## src/rtl/core/spectrum_bin_average_quantizer_core_macros.svh

```systemverilog
// ----------------------------------------------------------------------------
// Assertion macros
// Clocked on clk, disabled while arst_n is low. Compiled out with NO_ASSERTIONS.
// ----------------------------------------------------------------------------
`ifndef SPECTRUM_BIN_AVERAGE_QUANTIZER_CORE_MACROS_SVH
`define SPECTRUM_BIN_AVERAGE_QUANTIZER_CORE_MACROS_SVH

`ifndef NO_ASSERTIONS
`define SBAQ_ASSERT(lbl, prop) \
	lbl: assert property (@(posedge clk) disable iff (!arst_n) prop) \
		else $error("sbaq: property failed");
`define SBAQ_ASSERT_NEVER(lbl, cond) \
	lbl: assert property (@(posedge clk) disable iff (!arst_n) !(cond)) \
		else $error("sbaq: forbidden condition seen");
`else
`define SBAQ_ASSERT(lbl, prop)
`define SBAQ_ASSERT_NEVER(lbl, cond)
`endif

`endif

```

## src/rtl/core/sbaq_pkg.sv

```systemverilog
// ----------------------------------------------------------------------------
// sbaq_pkg
// Shared constants, types and codes of the bin averaging quantizer.
// ----------------------------------------------------------------------------
package sbaq_pkg;

	localparam int unsigned MAX_IN_BINS  = 4096;
	localparam int unsigned MAX_OUT_BINS = 64;

	localparam int unsigned IN_BINS_W  = 13;
	localparam int unsigned OUT_BINS_W = 7;
	localparam int unsigned POS_W      = $clog2(MAX_IN_BINS);
	localparam int unsigned BIN_W      = $clog2(MAX_OUT_BINS);
	localparam int unsigned MAG_W      = 18;
	localparam int unsigned SUM_W      = 31;
	localparam int unsigned CNT_W      = 13;
	localparam int unsigned PROD_W     = $clog2(MAX_IN_BINS * MAX_OUT_BINS) + 1;
	localparam int unsigned LEVEL_W    = 8;
	localparam int unsigned SCALE_SHIFT = 15;
	localparam int unsigned FULL_W     = CNT_W + SCALE_SHIFT;
	localparam int unsigned SCALED_W   = FULL_W + LEVEL_W - SCALE_SHIFT;
	localparam int unsigned DIV_STEP_W = $clog2(LEVEL_W);

	localparam int unsigned CFG_INDEX_W = 1;
	localparam int unsigned CFG_DATA_W  = 13;
	localparam int unsigned RESET_BINS  = 64;

	localparam int unsigned FIFO_DEPTH = 4;
	localparam int unsigned FIFO_PTR_W = $clog2(FIFO_DEPTH);

	typedef enum logic [CFG_INDEX_W-1:0] {
		CFG_INPUT_BINS  = 1'b0,
		CFG_OUTPUT_BINS = 1'b1
	} cfg_index_t;

	typedef enum logic {
		ENTRY_LEVEL = 1'b0,
		ENTRY_PAD   = 1'b1
	} entry_kind_t;

	// one unit of back-end work: a level to quantise, or a run of zero bins
	typedef struct packed {
		entry_kind_t              kind;
		logic signed [SUM_W-1:0]  sum;
		logic [CNT_W-1:0]         count;
		logic [BIN_W-1:0]         bin;
		logic [BIN_W-1:0]         end_bin;
		logic                     last;
	} work_t;

	typedef struct packed {
		logic full;
		logic empty;
	} q_status_t;

	typedef enum logic [2:0] {
		BK_IDLE,
		BK_SCALE,
		BK_DIV,
		BK_EMIT,
		BK_PAD
	} back_state_t;

endpackage

```

## src/rtl/core/sbaq_front.sv

```systemverilog
// ----------------------------------------------------------------------------
// sbaq_front
// Configuration registers, frame tracking and bin accumulation. Each beat is
// classified against exact integer bin bounds and any finished work is queued.
// ----------------------------------------------------------------------------
`include "spectrum_bin_average_quantizer_core_macros.svh"

module sbaq_front (
	input  logic                                  clk,
	input  logic                                  arst_n,
	input  logic                                  cfg_valid,
	input  logic [sbaq_pkg::CFG_INDEX_W-1:0]      cfg_index,
	input  logic [sbaq_pkg::CFG_DATA_W-1:0]       cfg_data,
	input  logic                                  push,
	input  logic signed [sbaq_pkg::MAG_W-1:0]     magnitude,
	output logic                                  full,
	output logic                                  q_push,
	output sbaq_pkg::work_t                       q_work,
	input  sbaq_pkg::q_status_t                   q_status
);

	localparam int unsigned INW  = sbaq_pkg::IN_BINS_W;
	localparam int unsigned OUTW = sbaq_pkg::OUT_BINS_W;
	localparam int unsigned SW   = sbaq_pkg::SUM_W;
	localparam int unsigned CW   = sbaq_pkg::CNT_W;
	localparam int unsigned PW   = sbaq_pkg::PROD_W;
	localparam int unsigned BW   = sbaq_pkg::BIN_W;

	logic [INW-1:0]              in_bins_q;
	logic [OUTW-1:0]             out_bins_q;
	logic [sbaq_pkg::POS_W-1:0]  in_pos_q;
	logic [BW-1:0]               out_pos_q;
	logic signed [SW-1:0]        sum_cur_q, sum_fol_q;
	logic [CW-1:0]               cnt_cur_q, cnt_fol_q;
	logic [PW-1:0]               jm_q, bnd_q;
	logic                        res_pend_q, pad_pend_q;
	sbaq_pkg::work_t             res_work_q, pad_work_q;

	logic [INW-1:0]              n_eff, m_ext, j_ext;
	logic [OUTW-1:0]             m_eff, i_ext, m_m1;
	logic                        restart, avg, last_in, i_more, follow, is_end, acc;
	logic [sbaq_pkg::POS_W-1:0]  j;
	logic [BW-1:0]               i;
	logic signed [SW-1:0]        sc, sf, x_ext, sum_new, fol_sum;
	logic [CW-1:0]               cc, cf, cnt_new, fol_cnt;
	logic [PW-1:0]               jm, bnd, b_next, jm_hi;

	logic [sbaq_pkg::POS_W-1:0]  nxt_in_pos;
	logic [BW-1:0]               nxt_out_pos;
	logic signed [SW-1:0]        nxt_sum_cur, nxt_sum_fol;
	logic [CW-1:0]               nxt_cnt_cur, nxt_cnt_fol;
	logic [PW-1:0]               nxt_jm, nxt_bnd;
	logic                        res_emit, pad_emit;
	sbaq_pkg::work_t             res_work, pad_work;

	// clamped register views
	always_comb begin
		if (in_bins_q == '0) begin
			n_eff = INW'(1);
		end else if (in_bins_q > INW'(sbaq_pkg::MAX_IN_BINS)) begin
			n_eff = INW'(sbaq_pkg::MAX_IN_BINS);
		end else begin
			n_eff = in_bins_q;
		end
		if (out_bins_q == '0) begin
			m_eff = OUTW'(1);
		end else if (out_bins_q > OUTW'(sbaq_pkg::MAX_OUT_BINS)) begin
			m_eff = OUTW'(sbaq_pkg::MAX_OUT_BINS);
		end else begin
			m_eff = out_bins_q;
		end
	end

	assign m_ext = INW'(m_eff);
	assign m_m1  = m_eff - OUTW'(1);
	assign avg   = n_eff > m_ext;

	assign restart = (INW'(in_pos_q) >= n_eff) || (OUTW'(out_pos_q) >= m_eff);
	assign j   = restart ? '0 : in_pos_q;
	assign i   = restart ? '0 : out_pos_q;
	assign sc  = restart ? '0 : sum_cur_q;
	assign sf  = restart ? '0 : sum_fol_q;
	assign cc  = restart ? '0 : cnt_cur_q;
	assign cf  = restart ? '0 : cnt_fol_q;
	assign jm  = restart ? '0 : jm_q;
	assign bnd = restart ? '0 : bnd_q;

	assign j_ext   = INW'(j);
	assign i_ext   = OUTW'(i);
	assign last_in = j_ext == (n_eff - INW'(1));
	assign x_ext   = {{(SW - sbaq_pkg::MAG_W){magnitude[sbaq_pkg::MAG_W-1]}}, magnitude};

	// j*m against (i+1)*n gives floor and ceil of the bound without a divider
	assign b_next  = bnd + PW'(n_eff);
	assign jm_hi   = jm + PW'(m_eff);
	assign i_more  = (i_ext + OUTW'(1)) < m_eff;
	assign follow  = i_more && (jm <= b_next) && (b_next < jm_hi);
	assign is_end  = (jm < b_next) && (b_next <= jm_hi);
	assign sum_new = sc + x_ext;
	assign cnt_new = cc + CW'(1);
	assign fol_sum = follow ? (sf + x_ext) : sf;
	assign fol_cnt = follow ? (cf + CW'(1)) : cf;

	always_comb begin
		nxt_in_pos  = j + sbaq_pkg::POS_W'(1);
		nxt_out_pos = i;
		nxt_sum_cur = sc;
		nxt_cnt_cur = cc;
		nxt_sum_fol = sf;
		nxt_cnt_fol = cf;
		nxt_jm      = jm;
		nxt_bnd     = bnd;
		res_emit    = 1'b0;
		pad_emit    = 1'b0;
		res_work    = '0;
		pad_work    = '0;
		if (!avg) begin
			res_emit       = 1'b1;
			res_work.kind  = sbaq_pkg::ENTRY_LEVEL;
			res_work.sum   = x_ext;
			res_work.count = CW'(1);
			res_work.bin   = j[BW-1:0];
			res_work.last  = j_ext == (m_ext - INW'(1));
			pad_emit         = last_in && (n_eff < m_ext);
			pad_work.kind    = sbaq_pkg::ENTRY_PAD;
			pad_work.bin     = n_eff[BW-1:0];
			pad_work.end_bin = m_m1[BW-1:0];
			pad_work.last    = 1'b1;
		end else begin
			nxt_sum_cur = sum_new;
			nxt_cnt_cur = cnt_new;
			nxt_sum_fol = fol_sum;
			nxt_cnt_fol = fol_cnt;
			nxt_jm      = jm_hi;
			if (is_end) begin
				res_emit       = 1'b1;
				res_work.kind  = sbaq_pkg::ENTRY_LEVEL;
				res_work.sum   = sum_new;
				res_work.count = cnt_new;
				res_work.bin   = i;
				res_work.last  = i_ext == m_m1;
				nxt_sum_cur    = fol_sum;
				nxt_cnt_cur    = fol_cnt;
				nxt_sum_fol    = '0;
				nxt_cnt_fol    = '0;
				nxt_out_pos    = i + BW'(1);
				nxt_bnd        = b_next;
			end
		end
	end

	assign full   = res_pend_q || pad_pend_q;
	assign acc    = push && !full;
	assign q_push = full && !q_status.full;
	assign q_work = res_pend_q ? res_work_q : pad_work_q;

	always_ff @(posedge clk or negedge arst_n) begin
		if (!arst_n) begin
			in_bins_q  <= INW'(sbaq_pkg::RESET_BINS);
			out_bins_q <= OUTW'(sbaq_pkg::RESET_BINS);
			in_pos_q   <= '0;
			out_pos_q  <= '0;
			sum_cur_q  <= '0;
			cnt_cur_q  <= '0;
			sum_fol_q  <= '0;
			cnt_fol_q  <= '0;
			jm_q       <= '0;
			bnd_q      <= '0;
			res_pend_q <= 1'b0;
			pad_pend_q <= 1'b0;
		end else begin
			if (q_push) begin
				if (res_pend_q) begin
					res_pend_q <= 1'b0;
				end else begin
					pad_pend_q <= 1'b0;
				end
			end
			if (cfg_valid) begin
				unique case (cfg_index)
					sbaq_pkg::CFG_INPUT_BINS:  in_bins_q  <= cfg_data;
					sbaq_pkg::CFG_OUTPUT_BINS: out_bins_q <= cfg_data[OUTW-1:0];
					default: ;
				endcase
				in_pos_q  <= '0;
				out_pos_q <= '0;
				sum_cur_q <= '0;
				cnt_cur_q <= '0;
				sum_fol_q <= '0;
				cnt_fol_q <= '0;
				jm_q      <= '0;
				bnd_q     <= '0;
			end else if (acc) begin
				res_pend_q <= res_emit;
				pad_pend_q <= pad_emit;
				if (last_in) begin
					in_pos_q  <= '0;
					out_pos_q <= '0;
					sum_cur_q <= '0;
					cnt_cur_q <= '0;
					sum_fol_q <= '0;
					cnt_fol_q <= '0;
					jm_q      <= '0;
					bnd_q     <= '0;
				end else begin
					in_pos_q  <= nxt_in_pos;
					out_pos_q <= nxt_out_pos;
					sum_cur_q <= nxt_sum_cur;
					cnt_cur_q <= nxt_cnt_cur;
					sum_fol_q <= nxt_sum_fol;
					cnt_fol_q <= nxt_cnt_fol;
					jm_q      <= nxt_jm;
					bnd_q     <= nxt_bnd;
				end
			end
		end
	end

	always_ff @(posedge clk) begin
		if (acc) begin
			res_work_q <= res_work;
			pad_work_q <= pad_work;
		end
	end

	`SBAQ_ASSERT(a_in_pos_in_frame, !restart)
	`SBAQ_ASSERT(a_pad_follows_level, (acc && pad_emit) |=> res_pend_q)

endmodule

```

## src/rtl/core/sbaq_queue.sv

```systemverilog
// ----------------------------------------------------------------------------
// sbaq_queue
// Short first-in first-out buffer of work entries between front and back.
// ----------------------------------------------------------------------------
`include "spectrum_bin_average_quantizer_core_macros.svh"

module sbaq_queue (
	input  logic                 clk,
	input  logic                 arst_n,
	input  logic                 push,
	input  sbaq_pkg::work_t      wr_work,
	input  logic                 pop,
	output sbaq_pkg::work_t      rd_work,
	output sbaq_pkg::q_status_t  status
);

	localparam int unsigned PTW = sbaq_pkg::FIFO_PTR_W;

	sbaq_pkg::work_t  mem_q [sbaq_pkg::FIFO_DEPTH];
	logic [PTW-1:0]   wr_ptr_q, rd_ptr_q;
	logic [PTW:0]     count_q;
	logic             do_push, do_pop;

	assign status.full  = count_q == (PTW + 1)'(sbaq_pkg::FIFO_DEPTH);
	assign status.empty = count_q == '0;
	assign do_push      = push && !status.full;
	assign do_pop       = pop && !status.empty;
	assign rd_work      = mem_q[rd_ptr_q];

	always_ff @(posedge clk or negedge arst_n) begin
		if (!arst_n) begin
			wr_ptr_q <= '0;
			rd_ptr_q <= '0;
			count_q  <= '0;
		end else begin
			if (do_push) begin
				wr_ptr_q <= wr_ptr_q + PTW'(1);
			end
			if (do_pop) begin
				rd_ptr_q <= rd_ptr_q + PTW'(1);
			end
			if (do_push && !do_pop) begin
				count_q <= count_q + (PTW + 1)'(1);
			end else if (do_pop && !do_push) begin
				count_q <= count_q - (PTW + 1)'(1);
			end
		end
	end

	always_ff @(posedge clk) begin
		if (do_push) begin
			mem_q[wr_ptr_q] <= wr_work;
		end
	end

	`SBAQ_ASSERT_NEVER(a_no_overflow, push && status.full)
	`SBAQ_ASSERT(a_ptr_gap, (wr_ptr_q - rd_ptr_q) == count_q[PTW-1:0])

endmodule

```

## src/rtl/core/sbaq_back.sv

```systemverilog
// ----------------------------------------------------------------------------
// sbaq_back
// Scales a clamped bin sum to 255 full scale and divides by the bin count,
// one quotient bit per cycle; expands zero runs; holds the result register.
// ----------------------------------------------------------------------------
`include "spectrum_bin_average_quantizer_core_macros.svh"

module sbaq_back (
	input  logic                               clk,
	input  logic                               arst_n,
	input  sbaq_pkg::q_status_t                q_status,
	input  sbaq_pkg::work_t                    q_work,
	output logic                               q_pop,
	output logic                               empty,
	input  logic                               pop,
	output logic [sbaq_pkg::LEVEL_W-1:0]       level,
	output logic [sbaq_pkg::BIN_W-1:0]         bin_index,
	output logic                               last
);

	localparam int unsigned SW  = sbaq_pkg::SUM_W;
	localparam int unsigned FW  = sbaq_pkg::FULL_W;
	localparam int unsigned LW  = sbaq_pkg::LEVEL_W;
	localparam int unsigned TW  = sbaq_pkg::SCALED_W;
	localparam int unsigned DSW = sbaq_pkg::DIV_STEP_W;
	localparam int unsigned BW  = sbaq_pkg::BIN_W;

	sbaq_pkg::back_state_t  state_q, state_d;
	sbaq_pkg::work_t        work_q;
	logic [TW-1:0]          rem_q;
	logic [DSW-1:0]         step_q;
	logic [LW-1:0]          quo_q;
	logic [BW-1:0]          pad_bin_q;
	logic                   out_valid_q;
	logic [LW-1:0]          level_q;
	logic [BW-1:0]          bin_q;
	logic                   last_q;

	logic [FW-1:0]          full_scale, clipped;
	logic [SW-2:0]          sum_mag;
	logic                   sum_pos;
	logic [FW+LW-1:0]       prod;
	logic [TW-1:0]          scaled, div_sh;
	logic [TW:0]            rem_bound;
	logic                   out_free, out_load, out_last, pad_done;
	logic [LW-1:0]          out_level;
	logic [BW-1:0]          out_bin;

	// clamp to [0, count*32768], then floor(s*255 / 32768)
	assign full_scale = {work_q.count, {sbaq_pkg::SCALE_SHIFT{1'b0}}};
	assign sum_pos    = !work_q.sum[SW-1] && (work_q.sum != '0);
	assign sum_mag    = work_q.sum[SW-2:0];
	assign clipped    = !sum_pos ? '0 :
		(sum_mag > (SW - 1)'(full_scale)) ? full_scale : sum_mag[FW-1:0];
	assign prod       = {clipped, {LW{1'b0}}} - (FW + LW)'(clipped);
	assign scaled     = prod[FW+LW-1:sbaq_pkg::SCALE_SHIFT];
	assign div_sh     = TW'(work_q.count) << step_q;
	assign rem_bound  = (TW + 1)'(work_q.count) << ((DSW + 1)'(step_q) + (DSW + 1)'(1));

	assign out_free = !out_valid_q || pop;
	assign pad_done = pad_bin_q == work_q.end_bin;

	always_ff @(posedge clk or negedge arst_n) begin
		if (!arst_n) begin
			state_q <= sbaq_pkg::BK_IDLE;
		end else begin
			state_q <= state_d;
		end
	end

	always_comb begin
		state_d   = state_q;
		q_pop     = 1'b0;
		out_load  = 1'b0;
		out_level = '0;
		out_bin   = '0;
		out_last  = 1'b0;
		unique case (state_q)
			sbaq_pkg::BK_IDLE: begin
				if (!q_status.empty) begin
					q_pop   = 1'b1;
					state_d = (q_work.kind == sbaq_pkg::ENTRY_PAD) ?
						sbaq_pkg::BK_PAD : sbaq_pkg::BK_SCALE;
				end
			end
			sbaq_pkg::BK_SCALE: begin
				state_d = sbaq_pkg::BK_DIV;
			end
			sbaq_pkg::BK_DIV: begin
				if (step_q == '0) begin
					state_d = sbaq_pkg::BK_EMIT;
				end
			end
			sbaq_pkg::BK_EMIT: begin
				if (out_free) begin
					out_load  = 1'b1;
					out_level = quo_q;
					out_bin   = work_q.bin;
					out_last  = work_q.last;
					state_d   = sbaq_pkg::BK_IDLE;
				end
			end
			sbaq_pkg::BK_PAD: begin
				if (out_free) begin
					out_load = 1'b1;
					out_bin  = pad_bin_q;
					out_last = pad_done;
					if (pad_done) begin
						state_d = sbaq_pkg::BK_IDLE;
					end
				end
			end
			default: begin
				state_d = sbaq_pkg::BK_IDLE;
			end
		endcase
	end

	always_ff @(posedge clk) begin
		if (q_pop) begin
			work_q    <= q_work;
			pad_bin_q <= q_work.bin;
		end
		if (state_q == sbaq_pkg::BK_SCALE) begin
			rem_q  <= scaled;
			step_q <= DSW'(LW - 1);
			quo_q  <= '0;
		end
		if (state_q == sbaq_pkg::BK_DIV) begin
			if (rem_q >= div_sh) begin
				rem_q         <= rem_q - div_sh;
				quo_q[step_q] <= 1'b1;
			end
			step_q <= step_q - DSW'(1);
		end
		if (state_q == sbaq_pkg::BK_PAD && out_free && !pad_done) begin
			pad_bin_q <= pad_bin_q + BW'(1);
		end
		if (out_load) begin
			level_q <= out_level;
			bin_q   <= out_bin;
			last_q  <= out_last;
		end
	end

	always_ff @(posedge clk or negedge arst_n) begin
		if (!arst_n) begin
			out_valid_q <= 1'b0;
		end else if (out_load) begin
			out_valid_q <= 1'b1;
		end else if (pop) begin
			out_valid_q <= 1'b0;
		end
	end

	assign empty     = !out_valid_q;
	assign level     = level_q;
	assign bin_index = bin_q;
	assign last      = last_q;

	`SBAQ_ASSERT(a_div_rem_bound, (state_q == sbaq_pkg::BK_DIV) |-> (TW + 1)'(rem_q) < rem_bound)
	`SBAQ_ASSERT(a_pad_in_range, (state_q == sbaq_pkg::BK_PAD) |-> pad_bin_q <= work_q.end_bin)

endmodule

```

## src/rtl/core/spectrum_bin_average_quantizer_core.sv

```systemverilog
// ----------------------------------------------------------------------------
// spectrum_bin_average_quantizer_core
// Path: a beat that closes a bin is held pending and queued; the back end then
// scales it, divides it (8 divider steps) and emits it to the result register.
// Beats that close no bin are taken back to back; one that closes a bin, or
// also queues zero bins, holds full until its entries are queued.
// Reset: 64 input and 64 output bins, frame cleared, queue and result empty.
// ----------------------------------------------------------------------------
module spectrum_bin_average_quantizer_core (
	input  logic                                  clk,
	input  logic                                  arst_n,
	input  logic                                  cfg_valid,
	output logic                                  cfg_ready,
	input  logic [sbaq_pkg::CFG_INDEX_W-1:0]      cfg_index,
	input  logic [sbaq_pkg::CFG_DATA_W-1:0]       cfg_data,
	input  logic                                  push,
	output logic                                  full,
	input  logic signed [sbaq_pkg::MAG_W-1:0]     magnitude,
	output logic                                  empty,
	input  logic                                  pop,
	output logic [sbaq_pkg::LEVEL_W-1:0]          level,
	output logic [sbaq_pkg::BIN_W-1:0]            bin_index,
	output logic                                  last
);

	logic                 q_push, q_pop;
	sbaq_pkg::work_t      q_wr_work, q_rd_work;
	sbaq_pkg::q_status_t  q_status;

	assign cfg_ready = 1'b1;

	sbaq_front u_front (
		.clk       (clk),
		.arst_n    (arst_n),
		.cfg_valid (cfg_valid),
		.cfg_index (cfg_index),
		.cfg_data  (cfg_data),
		.push      (push),
		.magnitude (magnitude),
		.full      (full),
		.q_push    (q_push),
		.q_work    (q_wr_work),
		.q_status  (q_status)
	);

	sbaq_queue u_queue (
		.clk     (clk),
		.arst_n  (arst_n),
		.push    (q_push),
		.wr_work (q_wr_work),
		.pop     (q_pop),
		.rd_work (q_rd_work),
		.status  (q_status)
	);

	sbaq_back u_back (
		.clk       (clk),
		.arst_n    (arst_n),
		.q_status  (q_status),
		.q_work    (q_rd_work),
		.q_pop     (q_pop),
		.empty     (empty),
		.pop       (pop),
		.level     (level),
		.bin_index (bin_index),
		.last      (last)
	);

endmodule
```

## config.mk

```make
export PLATFORM = sky130hd
export DESIGN_NAME = spectrum_bin_average_quantizer_core
export DESIGN_NICKNAME = d
export VERILOG_FILES = /design/src/rtl/core/sbaq_pkg.sv /design/src/rtl/core/sbaq_front.sv /design/src/rtl/core/sbaq_queue.sv /design/src/rtl/core/sbaq_back.sv /design/src/rtl/core/spectrum_bin_average_quantizer_core.sv
export VERILOG_INCLUDE_DIRS = /design/src /design/src/rtl/core
export SDC_FILE = /design/constraint.sdc
export NUM_CORES = 1
export LEC_CHECK = 0
export ABC_AREA = 1
export BUFFER_PORTS_ARGS = -buffer_cell sky130_fd_sc_hd__buf_2
export CELL_PAD_IN_SITES_DETAIL_PLACEMENT = 0
export CELL_PAD_IN_SITES_GLOBAL_PLACEMENT = 1
export CORE_UTILIZATION = 25
export CTS_BUF_LIST = sky130_fd_sc_hd__clkbuf_16
export CTS_CLUSTER_DIAMETER = 150
export DETAILED_ROUTE_END_ITERATION = 16
export PLACE_DENSITY_LB_ADDON = 0.1
export SKIP_CTS_REPAIR_TIMING = 1
export SLEW_MARGIN = 40
export SYNTH_ARGS = -nofsm -noshare
export SYNTH_HDL_FRONTEND = slang
export SYNTH_SLANG_ARGS = --single-unit
```

## constraint.sdc

```tcl
create_clock -name clk -period 7 [get_ports clk]
set_input_delay 1.75 -clock clk [delete_from_list [all_inputs] [get_ports clk]]
set_output_delay 1.75 -clock clk [all_outputs]
set_load 0.02 [all_outputs]
```

==> results by group, run 1 <==
Power and ir drop
  – PwrDens: 566 nW/µm²
  – Tot Pwr: about 0.025 W
  – Static Leak: about 20 nW
  – Max IR drop VDD: 396 µV

Timing
  – Worst hold slack: around 0.47 ns
  – Final worst path period share: 93.6%
  – Slew headroom: a little under half
  – Final setup TNS: 0 ns
  – RSZ-0062 raised after global routing: yes
  – Worst Tran Pin Value: ~0.82 ns
  – Minimum clock period: roughly 6.5 ns
  – Worst clock skew: between 0.03 and 0.04 ns
  – Fmax: between 150 and 200 MHz
  – Slew Viols, Final: 0
  – # setup viols final: 0
  – Final hold vios: 0

Clocking
  – CTS H-tree lvls: 3
  – Max Buffers Root-to-Sink: 3
  – Clk slew on worst S/H paths: ~0.060 ns
  – Clk Latency, worst-skew pair: ~0.69 ns
  – CTS Buf Count: 79
  – Clock sink count: 583
  – CTS tree: yes
  – Root Driver: clkbuf_16

Routing
  – Wire per inst: approximately 18 µm
  – Post-DRT Antenna Nets: 0
  – Vias/cell: 4.54
  – Drt first pass iters: 5
  – # DRC: 0
  – Vias: roughly 31000
  – 1st-iter DRT viols: roughly 1700
  – Final WL: 122000 µm

Setup path
  – Reg2reg path depth: 40
  – CP max stage delay: 0.43 ns
  – WP data required: 7.40 ns
  – Critical path capture point type: flop
  – FF-to-FF Start: u_front.in_bins_q[10]
  – Setup CP Type: flop to flop
  – Capture point of the critical path: u_front.res_work_q[32]
  – Worst R2R End: u_front.res_work_q[32]
  – Crit path DAT: around 7.0 ns
  – CP startpoint kind: flop
  – Worst Setup SP: u_front.in_bins_q[10]
  – R2R Setup Slk: 0.45 ns
  – Cell repeated most along the worst path: nand2_2
  – Crit Path Max Fanout: 8
  – Crit-path slowest cell: o21ai_0

Yosys
  – Mapped Area: between 30000 and 40000 µm²
  – Post-Syn Nets: about 4900
  – Number of synthesized flops with an enable pin: between 300 and 400
  – Post-synthesis cell type count: 66
  – Mapped Avg Cell Area: roughly 8.0 µm²
  – Sequential fraction of the synthesis area: about 44%
  – FF+latch count, synth: between 500 and 600
  – Post-synth ARST share: between 30 and 40%
  – Predominant post-synthesis flop cell: edfxtp_1
  – Cell count after synthesis: around 4600
  – Synth warnings: 0

Placed design
  – GP Congestion: 0.797
  – Post-DP HPWL: approximately 85000 µm
  – IO buf count: 53

Cells and area
  – Sequential cell area: roughly 16000 µm²
  – Final #Nets: 4995
  – Area grow syn2layout: 18.2%
  – Area of the multi-input gates: roughly 18000 µm²
  – Proportion of layout cells with a drive suffix above 1: between 10% and 20%
  – Most frequent cells in the layout: nand2_1 (1177), inv_1 (573), nor2_1 (424)
  – Diode count: 0
  – Fill cells: between 15000 and 20000
  – Commonest non-fill, non-tap cell in the layout: nand2_1

Flow run
  – Max_cap viols: 0

GRT
  – First-pass GRT wire length: between 150000 and 200000 µm
  – Total gr overflow: 0
  – Vias in the first global route: between 30000 and 40000
  – Gr usage total: around 16%
  – Antenna violations before repair: 1
  – Pin count of the biggest net entering global routing: 120

Status
  – Status: complete, no violations

Floorplanning
  – Initial Utilization: roughly 25%
  – FP Rows: 140
  – I/O pin count: 55
  – Die Wd: 385 µm
  – Core footprint: 146000 µm²
  – Die Height: slightly below 400 µm
  – Die Footprint: 149000 µm²

Hold path
  – Worst Hold Class: flop to flop
## synth_stat cells (12+ instances only)
cell type | count | area share (%)
xor2_1 | 106 | 2.5
clkbuf_1 | 125 | 1.3
nor2_1 | 436 | 4.5
nand2_1 | 1193 | 12
or2_2 | 12 | 0.20
xnor2_1 | 61 | 1.5
dfxtp_1 | 29 | 1.6
nand3_1 | 281 | 3.8
nand4_1 | 77 | 1.3
dfrtp_1 | 175 | 12
a21oi_1 | 193 | 2.6
edfxtp_1 | 377 | 31
buf_2 | 36 | 0.49
nor3_1 | 62 | 0.84
inv_1 | 567 | 5.8
o22ai_1 | 97 | 1.7
ha_1 | 215 | 7.3
buf_1 | 14 | 0.14
a31oi_1 | 17 | 0.29
nor4_1 | 13 | 0.22
o21a_1 | 35 | 0.71
o21ai_0 | 320 | 4.4
o21ai_1 | 22 | 0.30
## state kept, by name, summed over array words and instances (netlist names), 6 cells and up
register / count
u_back.sum_mag: 30
u_back.work_q: 14
u_back.bin_index: 6
u_back.level: 8
u_front.cnt_cur_q: 13
u_front.jm_q: 19
u_front.pad_work_q: 13
u_front.in_pos_q: 12
u_front.out_pos_q: 6
u_front.bnd_q: 19
u_back.quo_q: 8
u_front.sum_fol_q: 31
u_back.full_scale: 13
u_front.cnt_fol_q: 13
u_front.in_bins_q: 13
u_front.res_work_q: 51
u_back.pad_bin_q: 6
u_front.out_bins_q: 7
u_front.sum_cur_q: 31
u_queue.mem_q: 232
u_back.rem_q: 21
## worst max-delay path: cells and delay by family, from the launching register on
family	cells	cell delay [ns]
buffers and inverters	10	0.92
AO/OA/AOI/OAI	5	1.17
AND/OR/NAND/NOR	20	2.46
adder cells (fa/ha/maj)	4	1.09
XOR/XNOR	1	0.18
flip-flops	1	0.40
## layout make-up
cell class | count | area share, %
timing repair buffer | 229 | 4.70
tap | 1917 | 5.52
clock buffer | 79 | 4.55
sequential | 583 | 37.6
multi-input combinational | 3265 | 41.0
clock inverter | 67 | 1.53
inverter | 579 | 5.08
## per-stage QoR
stage               instances  area (µm²)  setup WS (ns)  utilization, %
global placement         6545       40000          0.163            27.5
finish                   6719       43400          0.451            29.8
CTS                      6692       42700         0.0137            29.3
detailed placement       6546       40100         0.0775            27.5
floorplan                4619       36800         0.0120               -
global route             6719       43400        -0.0588            29.8
## where the power goes
group / leakage [nW] / switching, W / internal [W]
sequential: 6.16 / 0.000545 / 0.00504
combinational: 12.4 / 0.00975 / 0.00514
clock: 1.33 / 0.00170 / 0.00241
## layer usage
metal,GRT usage (%),share of wire (%),vias up
met2,26.9,46,339
met5,0,0,-
li1,-,-,15647
met1,22.4,49,14427
met4,4.20,1.8,0
met3,1.82,2.6,122
## worst min-delay path by stage
stage          slack (ns)  cells after the start                  start                    end
3_3_place_gp         0.46                      2   u_front.sum_fol_q[0]   u_front.sum_fol_q[0]
4_1_cts              0.48                      2       u_front.bnd_q[7]       u_front.bnd_q[7]
2_1_floorplan        0.45                      2   u_front.cnt_fol_q[1]   u_front.cnt_fol_q[1]
5_1_grt              0.49                      2  u_front.sum_fol_q[24]  u_front.sum_fol_q[24]
6_report             0.47                      2       u_front.bnd_q[7]       u_front.bnd_q[7]
3_5_place_dp         0.46                      2       u_front.bnd_q[7]       u_front.bnd_q[7]
## cell families after synthesis
group	count (synthesis)	synth area share (%)
multiplexers	7	0.211
flip-flops	583	44.4
AO/OA/AOI/OAI	761	11.6
buffers and inverters	771	8.25
XOR/XNOR	167	3.98
AND/OR/NAND/NOR	2108	23.9
adder cells (fa/ha/maj)	221	7.64
other	1	0.0102
Note: power is estimated with default switching activity, not from simulation.
==> inputs of run 2 (changes only) <==
--- a/config.mk
+++ b/config.mk
@@ -10,10 +10,11 @@
 export BUFFER_PORTS_ARGS = -buffer_cell sky130_fd_sc_hd__buf_2
 export CELL_PAD_IN_SITES_DETAIL_PLACEMENT = 0
 export CELL_PAD_IN_SITES_GLOBAL_PLACEMENT = 1
-export CORE_UTILIZATION = 25
+export CORE_UTILIZATION = 44
 export CTS_BUF_LIST = sky130_fd_sc_hd__clkbuf_16
 export CTS_CLUSTER_DIAMETER = 150
 export DETAILED_ROUTE_END_ITERATION = 16
+export GPL_TIMING_DRIVEN = 0
 export PLACE_DENSITY_LB_ADDON = 0.1
 export SKIP_CTS_REPAIR_TIMING = 1
 export SLEW_MARGIN = 40
==> results by group, run 2 (synthesized netlist as in run 1, its figures left out) <==
Floorplanning
  – Die Footprint: 84700 µm² (-43%)
  – Die Height: 291 µm (-24%)
  – FP Rows: 105 (-25%)
  – Die Wd: 291 µm (-24%)
  – Initial Utilization: 44.6% (+19 points)
  – I/O pin count: 55 (unchanged)
  – Core footprint: 82400 µm² (-43%)

Clocking
  – Max Buffers Root-to-Sink: 3 (unchanged)
  – CTS Buf Count: 70 (-11%)
  – CTS tree: yes
  – CTS H-tree lvls: 3 (unchanged)
  – Clk Latency, worst-skew pair: 0.64 ns (-0.05 ns)
  – Clk slew on worst S/H paths: 0.06 ns (about the same)
  – Root Driver: clkbuf_16
  – Clock sink count: 583 (unchanged)

GRT
  – Pin count of the biggest net entering global routing: 64 (-47%)
  – Vias in the first global route: 29551 (-3.9%)
  – Gr usage total: 25.7% (+9.4 points)
  – First-pass GRT wire length: 170000 µm (-9.5%)
  – Antenna violations before repair: 1 (unchanged)
  – Total gr overflow: 0 (unchanged)

Cells and area
  – Final #Nets: 5121 (+2.5%)
  – Area grow syn2layout: 20.8%
  – Sequential cell area: 16300 µm² (about the same)
  – Commonest non-fill, non-tap cell in the layout: nand2_1
  – Post-Layout Inst Area: 44400 µm² (+2.2%)
  – Largest reg by FF count: u_queue.mem_q
  – Area of the multi-input gates: 19300 µm² (+8.1%)
  – Top flop regs: u_queue.mem_q (232), u_front.res_work_q (51)
  – Proportion of layout cells with a drive suffix above 1: 15.7% (+5.6 points)
  – Diode count: 0 (unchanged)
  – Most frequent cells in the layout: nand2_1 (1029), inv_1 (546), nor2_1 (412)
  – Fill cells: 7841 (-50%)
  – Max reg flops: 232 (unchanged)

Routing
  – Vias/cell: 5.26 (+16%)
  – 1st-iter DRT viols: 2059 (+22%)
  – Final WL: 113000 µm (-7.9%)
  – Vias: 31526 (+3.2%)
  – Post-DRT Antenna Nets: 0 (unchanged)
  – Drt first pass iters: 6 (+1)
  – # DRC: 0 (unchanged)
  – Wire per inst: 18.8 µm (+3.4%)

Setup path
  – Setup CP Type: flop to flop
  – CP startpoint kind: flop
  – Crit-path slowest cell: dfrtp_1
  – Worst R2R End: u_front.sum_fol_q[29]
  – Crit Path Max Fanout: 8 (unchanged)
  – CP max stage delay: 0.41 ns (-0.02 ns)
  – R2R Setup Slk: -0.25 ns (-0.70 ns)
  – Critical path capture point type: flop
  – Crit path DAT: 7.82 ns (+0.87 ns)
  – Reg2reg path depth: 53 (+33%)
  – Cell repeated most along the worst path: nand2_1
  – WP data required: 7.57 ns (+0.17 ns)
  – FF-to-FF Start: u_front.in_bins_q[10]

Timing
  – Slew headroom: 41.2% (-4.3 points)
  – Final hold vios: 0 (unchanged)
  – Worst clock skew: 0.0206 ns (-0.0145 ns)
  – Final worst path period share: 104% (+10 points)
  – Minimum clock period: 7.25 ns (+0.703 ns)
  – Slew Viols, Final: 0 (unchanged)
  – PnR worst setup slack: -0.252 ns (-0.703 ns)
  – Final setup TNS: -26.52 ns (-26.52 ns)
  – Fmax: 138 MHz (-9.7%)
  – RSZ-0062 raised after global routing: yes
  – # setup viols final: 156 (+156)
  – Worst Tran Pin Value: 0.882 ns (+0.0645 ns)

Hold path
  – Worst Hold Class: flop to flop
  – Sink of the worst hold path: u_front.sum_fol_q[1]
  – HP Start: u_front.sum_fol_q[1]
  – Hold path cells: 2 (unchanged)

Placed design
  – DP Area: 38900 µm² (-3.0%)
  – GP Congestion: 0.882 (+11%)
  – IO buf count: 53 (unchanged)
  – Post-DP HPWL: 82700 µm (-2.5%)

Status
  – Failing checks: setup timing
  – Status: finished with violations

Flow run
  – Max_cap viols: 0 (unchanged)
-- run 2: worst max-delay path by stage --
stage,start,end,slack (ns),cells after the start
floorplan,u_front.in_bins_q[9],u_front.out_pos_q[0],0.01,46
detailed placement,u_front.in_bins_q[9],u_front.res_work_q[7],-3.17,50
CTS,u_front.in_bins_q[9],u_front.res_work_q[7],-3.21,50
global placement,u_front.in_bins_q[9],u_front.res_work_q[7],-3.15,50
finish,u_front.in_bins_q[10],u_front.sum_fol_q[29],-0.25,53
global route,u_front.in_bins_q[10],u_front.sum_fol_q[29],-0.63,53
-- run 2: final cells by class --
type                            count  area share (%)
Timing Repair inverter              1          0.0366
Sequential cell                   583            36.8
Clock buffer                       70            3.94
Timing Repair Buffer              172            4.04
Buffer                            190            2.67
Clock inverter                     57            1.15
Tap cell                         1070            3.01
Multi-Input combinational cell   3266            43.4
Inverter                          579            5.02
-- run 2: per-layer routing --
layer,part of all wire [%],track usage (%),vias to the layer above
met2,48,43.4,708
met1,44,34.6,14722
li1,-,-,15890
met3,4.2,2.49,204
met4,3.6,8.21,2
met5,0.012,0,-
-- run 2: critical path: cells and delay by family, from the launching register on --
kind                       cells  cell delay [ns]
DFF                            1             0.41
and+or+nand+nor               32             3.56
xor gates and xnor gates       1             0.20
buffers and inverters         12             1.39
AOI/OAI and AO/OA              4             0.53
adders and majority gates      4             1.09
-- run 2: metrics by stage --
step / utilization [%] / hold WS (ns) / cells / setup WS, ns
after detailed placement: 47.2 / 0.465 / 5762 / -3.17
after global placement: 46.6 / 0.462 / 5742 / -3.15
after global routing: 53.9 / 0.490 / 5988 / -0.629
final: 53.9 / 0.471 / 5988 / -0.252
after CTS: 49.9 / 0.480 / 5889 / -3.21
after floorplan: - / 0.449 / 4619 / 0.0120
Power of run 2 is left out: the tool's default activity adds up to more than one toggle a clock period on the data nets, which glitch-free logic cannot reach.
